<file path="src/sv/bur_pkg.sv">
// ----------------------------------------------------------------------------
// bur_pkg: shared types and constants of the bounded uniform random block
// Generator constants, tempering and the front-to-back request record.
// ----------------------------------------------------------------------------
package bur_pkg;

  localparam int unsigned MtN       = 624;
  localparam int unsigned MtM       = 397;
  localparam int unsigned IdxW      = 10;
  localparam logic [31:0] MtMatrix  = 32'h9908_B0DF;
  localparam logic [31:0] MtInitMul = 32'd1812433253;
  localparam logic [31:0] SeedReset = 32'd5489;
  localparam int unsigned QDepth    = 2;

  typedef struct packed {
    logic [31:0] min_value;
    logic [31:0] size;
  } req_t;

  // Payload of the result channel.
  typedef struct packed {
    logic [31:0] random_value;
  } rsp_t;

  function automatic logic [31:0] temper(input logic [31:0] w);
    logic [31:0] y;
    y = w ^ (w >> 11);
    y = y ^ ((y << 7) & 32'h9D2C_5680);
    y = y ^ ((y << 15) & 32'hEFC6_0000);
    y = y ^ (y >> 18);
    return y;
  endfunction

endpackage

</file>
<file path="src/sv/bur_front.sv">
// ----------------------------------------------------------------------------
// bur_front: request intake
// Accepts requests, forms the span size and queues them for the back end.
// ----------------------------------------------------------------------------
module bur_front (
  input  logic         clk_i,
  input  logic         rst_ni,
  input  logic         in_valid_i,
  output logic         in_ready_o,
  input  logic [31:0]  min_i,
  input  logic [31:0]  max_i,
  output logic         q_valid_o,
  input  logic         q_ready_i,
  output bur_pkg::req_t q_data_o
);
  import bur_pkg::*;

  req_t        mem_q [QDepth];
  logic        wp_q, rp_q;
  logic [1:0]  cnt_q;
  logic        push, pop;

  assign in_ready_o = (cnt_q != 2'(QDepth));
  assign push       = in_valid_i && in_ready_o;
  assign q_valid_o  = (cnt_q != 2'd0);
  assign pop        = q_valid_o && q_ready_i;
  assign q_data_o   = mem_q[rp_q];

  always_ff @(posedge clk_i) begin
    if (push) begin
      mem_q[wp_q].min_value <= min_i;
      mem_q[wp_q].size      <= max_i - min_i + 32'd1;
    end
  end

  always_ff @(posedge clk_i or negedge rst_ni) begin
    if (!rst_ni) begin
      wp_q  <= 1'b0;
      rp_q  <= 1'b0;
      cnt_q <= 2'd0;
    end else begin
      if (push) wp_q <= ~wp_q;
      if (pop)  rp_q <= ~rp_q;
      cnt_q <= cnt_q + 2'(push) - 2'(pop);
    end
  end

  a_cnt_bound: assert property (@(posedge clk_i) disable iff (!rst_ni)
    cnt_q <= 2'(QDepth)) else $error("queue overflow");
  a_full_stall: assert property (@(posedge clk_i) disable iff (!rst_ni)
    cnt_q == 2'(QDepth) |-> !in_ready_o) else $error("ready while full");
  a_empty: assert property (@(posedge clk_i) disable iff (!rst_ni)
    cnt_q == 2'd0 |-> !q_valid_o) else $error("valid while empty");

endmodule

</file>
<file path="config.mk">
export PLATFORM = sky130hd
export DESIGN_NAME = bur_front
export DESIGN_NICKNAME = d
export VERILOG_FILES = /design/src/sv/bur_pkg.sv /design/src/sv/bur_front.sv
export SDC_FILE = /design/constraint.sdc
export NUM_CORES = 1
export LEC_CHECK = 0
export BUFFER_PORTS_ARGS = -buffer_cell sky130_fd_sc_hd__buf_2
export CAP_MARGIN = 20
export CORE_MARGIN = 5
export CORE_UTILIZATION = 50
export CTS_CLUSTER_DIAMETER = 120
export DETAILED_ROUTE_END_ITERATION = 10
export PLACE_DENSITY = 0.83
export SETUP_SLACK_MARGIN = 0.2
export SKIP_CTS_REPAIR_TIMING = 1
export SLEW_MARGIN = 15
export SYNTH_ARGS = -nofsm -noshare
export SYNTH_HDL_FRONTEND = slang
export SYNTH_SLANG_ARGS = --single-unit
</file>
<file path="constraint.sdc">
create_clock -name clk_i -period 3.7 [get_ports clk_i]
set_input_delay 0.74 -clock clk_i [delete_from_list [all_inputs] [get_ports clk_i]]
set_output_delay 0.74 -clock clk_i [all_outputs]
set_load 0.05 [all_outputs]
</file>
==> results.txt <==
The run finished with clean final reports. The maximum operating frequency is ~0.31 GHz. Row generation in the floorplan step produced 43 rows. The die covers 0.0166 mm^2. Across the run, the number of max-cap violations was 0. The post-route DRC violation count is 0.

STA classifies the critical path startpoint as a primary input. The final max-slew violation count is 0. For this run, global-route usage on met1 was measured as 0.241. The total grt overflow came out at 0. Setup repair after global routing left no endpoint under its margin. During I/O placement, the number of pins put on the boundary was between 100 and 150. The initial antenna violation count is 1. The H-tree was split into 4 levels.

The placement-stage cell area came out at between 0.007 and 0.008 mm^2. By area the synthesized netlist is led by sky130_fd_sc_hd__edfxtp_1 54%, sky130_fd_sc_hd__ha_1 11%, sky130_fd_sc_hd__mux2_2 10%. The most used flip-flop cell after synthesis is sky130_fd_sc_hd__edfxtp_1. The detailed-route vias per instance came out at about 5.5. Dividing the final minimum period by the clock period gives 0.864. The headroom to the max-slew limit is 0.406.

The async set-reset flop share out of synthesis came out at 0.0303. The worst hold path belongs to the class in -> async. The iteration count of the initial detailed-routing pass came out at 5. Of all nets on the critical path, the largest fanout is 4. The worst clock skew came out at roughly 0.007 ns. The area growth from synthesis to layout is 20.8%.

The total power of the final layout came out at just under 7 mW. The final hold violation count came out at 0. The number of warnings reported in the yosys synthesis log came out at 0. The first global-routing pass estimated 24.5 mm of wire.

For this configuration, the core starts out at a cell density of 0.509. The cell class contributing the biggest share of worst-path delay is compound AO/OA/AOI/OAI gates. The antenna diode instance count came out at 0. The share of layout cells above drive strength 1 is 0.374. Dividing the detail-routed wire length by the instance count gives around 18 um. The tree built by TritonCTS fans out to around 130 sinks.

The area taken by flip-flops and latches is roughly 0.0039 mm^2. The net count after synthesis came out at between 600 and 700. The area used by multi-input combinational logic is ~0.0029 mm^2. The leakage component of the power is ~3.6 nW. Fill cells in the final layout number about 1100.

The slowest stage of the critical path belongs to the cell sky130_fd_sc_hd__fa_1. The minimum period implied by the final worst setup slack is approximately 3.2 ns. The post-detailed-placement half-perimeter wirelength is ~11 mm. Counting both buffers and inverters, the worst setup path holds a total of 3. For this run, the register share of the synthesized area comes to 0.558. The total global-route track usage is 0.191.

The final weighted congestion of routability-driven global placement is a little over 0.9. The number of cells produced by synthesis came out at 508. The delay of the slowest cell on the worst path came out at ~0.43 ns.

After synthesis the netlist holds a flip-flop and latch count of roughly 130. The maximum ir drop on the vdd rail is about 470 uV. The number of nets in the finished design is just under 800.

The TritonCTS clock tree is done. The total standard cell area after synthesis is a little over 0.007 mm^2. The final wirelength came out at around 15 mm.

The worst setup path is captured at a register. The met3 global-route usage came out at 0.0569. Counting distinct cell types in the post-synthesis netlist gives between 60 and 70. The data arrival time of the critical path came out at around 3.4 ns.

The overall die width came out at 129 um. The met2 track demand over resource is 0.318. After global routing, the most crowded layer is met2. The worst-skew pair later-pin latency is roughly 0.42 ns. The height of the die came out at 129 um. The cell area after layout came out at 0.00854 mm^2. The count of port buffers added during placement came out at about 130. The residual antenna-violating net count after detailed routing came out at 0.

The total setup violations reported at the end of the flow is 0. The largest net degree at the start of global routing came out at 65. The critical path goes through buf_2 -> ha_1 -> inv_1 -> ha_1 -> fa_1 -> a211o_1 -> a21oi_1 -> buf_4 -> o211ai_1 -> a41oi_1 -> o21ai_0 -> a21oi_1 -> xnor2_1. The number of global-route vias before repair is around 4900. The share of Yosys cell area claimed by the top area cell type is 0.544. The required time at the worst-slack endpoint is ~3.9 ns. In this run the mean area of a mapped cell was between 10 and 15 um^2.

The number of buffers added by the clock tree synthesis step is 17. The core area came out at roughly 0.014 mm^2. The transition time at the pin with the least slew margin came out at between 0.8 and 0.9 ns. In this run the deepest clock path goes through 2 buffers. The first-iteration detailed-routing DRC count is 215.

The detailed-route via count is between 4000 and 5000. The cell chosen for the clock root is sky130_fd_sc_hd__clkbuf_16. The setup TNS came out at 0 ns. After clock tree synthesis, the clock-pin slew on the worst setup and hold paths is 0.05 ns. The cell type with the highest aggregate area in the netlist is sky130_fd_sc_hd__edfxtp_1. The total power density per cell area came out at between 800 and 900 mW/mm^2. By startpoint and endpoint, the worst setup path is classified as in -> reg. The number of enable flip-flop cells after synthesis came out at 128.
## sequential cells by signal (all words and copies together) (netlist names)
name and cells:
mem_q 128, cnt_q 2, rp_q 1, wp_q 1
## synth_stat cells, types with 2 or more instances
cell,count
sky130_fd_sc_hd__inv_1,37
sky130_fd_sc_hd__nand2b_1,2
sky130_fd_sc_hd__a21o_1,19
sky130_fd_sc_hd__a221oi_1,2
sky130_fd_sc_hd__a21oi_1,19
sky130_fd_sc_hd__ha_1,63
sky130_fd_sc_hd__and3_1,6
sky130_fd_sc_hd__xnor2_1,19
sky130_fd_sc_hd__nor2_1,10
sky130_fd_sc_hd__nand2_1,15
sky130_fd_sc_hd__and2_1,5
sky130_fd_sc_hd__nand4_1,5
sky130_fd_sc_hd__o21ai_1,2
sky130_fd_sc_hd__dfrtp_1,4
sky130_fd_sc_hd__a31oi_1,3
sky130_fd_sc_hd__edfxtp_1,128
sky130_fd_sc_hd__o21ai_0,13
sky130_fd_sc_hd__nor2b_1,3
sky130_fd_sc_hd__a41oi_1,3
sky130_fd_sc_hd__clkbuf_1,13
sky130_fd_sc_hd__nand3_1,8
sky130_fd_sc_hd__a211oi_1,4
sky130_fd_sc_hd__o211ai_1,3
sky130_fd_sc_hd__o211a_1,2
sky130_fd_sc_hd__and4_1,2
sky130_fd_sc_hd__o21bai_1,5
sky130_fd_sc_hd__mux2_2,64
sky130_fd_sc_hd__xor2_1,12
sky130_fd_sc_hd__o21a_1,3
## area by class of cell
class,count,area share
tap,180,0.0264
inverter,37,0.0163
clock buffer,28,0.0605
clock inverter,4,0.00821
sequential,132,0.462
multi-input combinational,322,0.341
timing repair buffer,138,0.0853
## through the flow
stage / hold WS, ns / util / setup slack [ns] / std cells
floorplan: 0.444 / - / 0.425 / 508
global placement: 0.474 / 0.573 / 0.218 / 809
detailed placement: 0.491 / 0.573 / 0.106 / 809
CTS: 0.0994 / 0.615 / 0.546 / 841
global route: 0.106 / 0.615 / 0.320 / 841
finish: 0.124 / 0.615 / 0.504 / 841
## final timing paths
| check | startpoint | endpoint | slack [ns] | cells past startpoint |
|---|---|---|---|---|
| worst max register to register | cnt_q[1]$_DFF_PN0_ | mem_q[0][63]$_DFFE_PP_ | 1.74 | 4 |
| min in group clk_i | cnt_q[1]$_DFF_PN0_ | cnt_q[1]$_DFF_PN0_ | 0.51 | 1 |
| max in group asynchronous | rst_ni | rp_q$_DFFE_PN0P_ | 3.45 | 1 |
| worst min register to register | cnt_q[1]$_DFF_PN0_ | cnt_q[1]$_DFF_PN0_ | 0.51 | 1 |
| worst min-delay path | rst_ni | rp_q$_DFFE_PN0P_ | 0.12 | 1 |
| worst max-delay path | min_i[1] | mem_q[0][19]$_DFFE_PP_ | 0.50 | 13 |
## power by group
| group | total (mW) | internal (mW) | switching (mW) |
|---|---|---|---|
| clock network | 1.65 | 1.08 | 0.574 |
| registers | 2.27 | 2.13 | 0.142 |
| logic | 2.98 | 0.881 | 2.10 |
## per-layer routing
| layer | share of wire | vias to the layer above | wire length (um) |
|---|---|---|---|
| met2 | 0.50 | 162 | 7520 |
| li1 | - | 2214 | - |
| met5 | 0.00073 | - | 11 |
| met1 | 0.42 | 2235 | 6320 |
| met4 | 0.013 | 2 | 196 |
| met3 | 0.074 | 19 | 1120 |
## worst register-to-register path, stage by stage (launching register included)
cell	delay, ns
sky130_fd_sc_hd__dfrtp_1	0.40
sky130_fd_sc_hd__nand2b_1	0.13
sky130_fd_sc_hd__nand2_1	0.15
sky130_fd_sc_hd__nor2_4	0.59
sky130_fd_sc_hd__buf_12	0.36
## cells in the final DEF (no fill, tap or decap), types with 5 or more instances in the layout
| master | netlist | final |
|---|---|---|
| sky130_fd_sc_hd__buf_2 | 1 | 133 |
| sky130_fd_sc_hd__edfxtp_1 | 128 | 128 |
| sky130_fd_sc_hd__mux2_2 | 64 | 64 |
| sky130_fd_sc_hd__ha_1 | 63 | 63 |
| sky130_fd_sc_hd__inv_1 | 37 | 37 |
| sky130_fd_sc_hd__a21o_1 | 19 | 19 |
| sky130_fd_sc_hd__a21oi_1 | 19 | 19 |
| sky130_fd_sc_hd__xnor2_1 | 19 | 19 |
| sky130_fd_sc_hd__clkbuf_16 | 0 | 17 |
| sky130_fd_sc_hd__nand2_1 | 15 | 15 |
| sky130_fd_sc_hd__o21ai_0 | 13 | 13 |
| sky130_fd_sc_hd__xor2_1 | 12 | 12 |
| sky130_fd_sc_hd__nor2_1 | 10 | 9 |
| sky130_fd_sc_hd__nand3_1 | 8 | 8 |
| sky130_fd_sc_hd__clkbuf_1 | 13 | 6 |
| sky130_fd_sc_hd__and3_1 | 6 | 5 |
| sky130_fd_sc_hd__and2_1 | 5 | 5 |
| sky130_fd_sc_hd__nand4_1 | 5 | 5 |
| sky130_fd_sc_hd__o21bai_1 | 5 | 5 |
| sky130_fd_sc_hd__clkbuf_8 | 0 | 5 |
## logic make-up (layout without fill, tap and decap cells)
| kind of cell | Yosys count | in the layout | synth area share |
|---|---|---|---|
| and+or+nand+nor | 64 | 64 | 0.0492 |
| AOI/OAI and AO/OA | 98 | 98 | 0.106 |
| adders and majority gates | 64 | 64 | 0.114 |
| xor gates and xnor gates | 31 | 31 | 0.0384 |
| buffers and inverters | 54 | 207 | 0.0306 |
| muxes | 65 | 65 | 0.103 |
| DFF | 132 | 132 | 0.558 |
No activity file was read; power rests on OpenSTA's default activity.
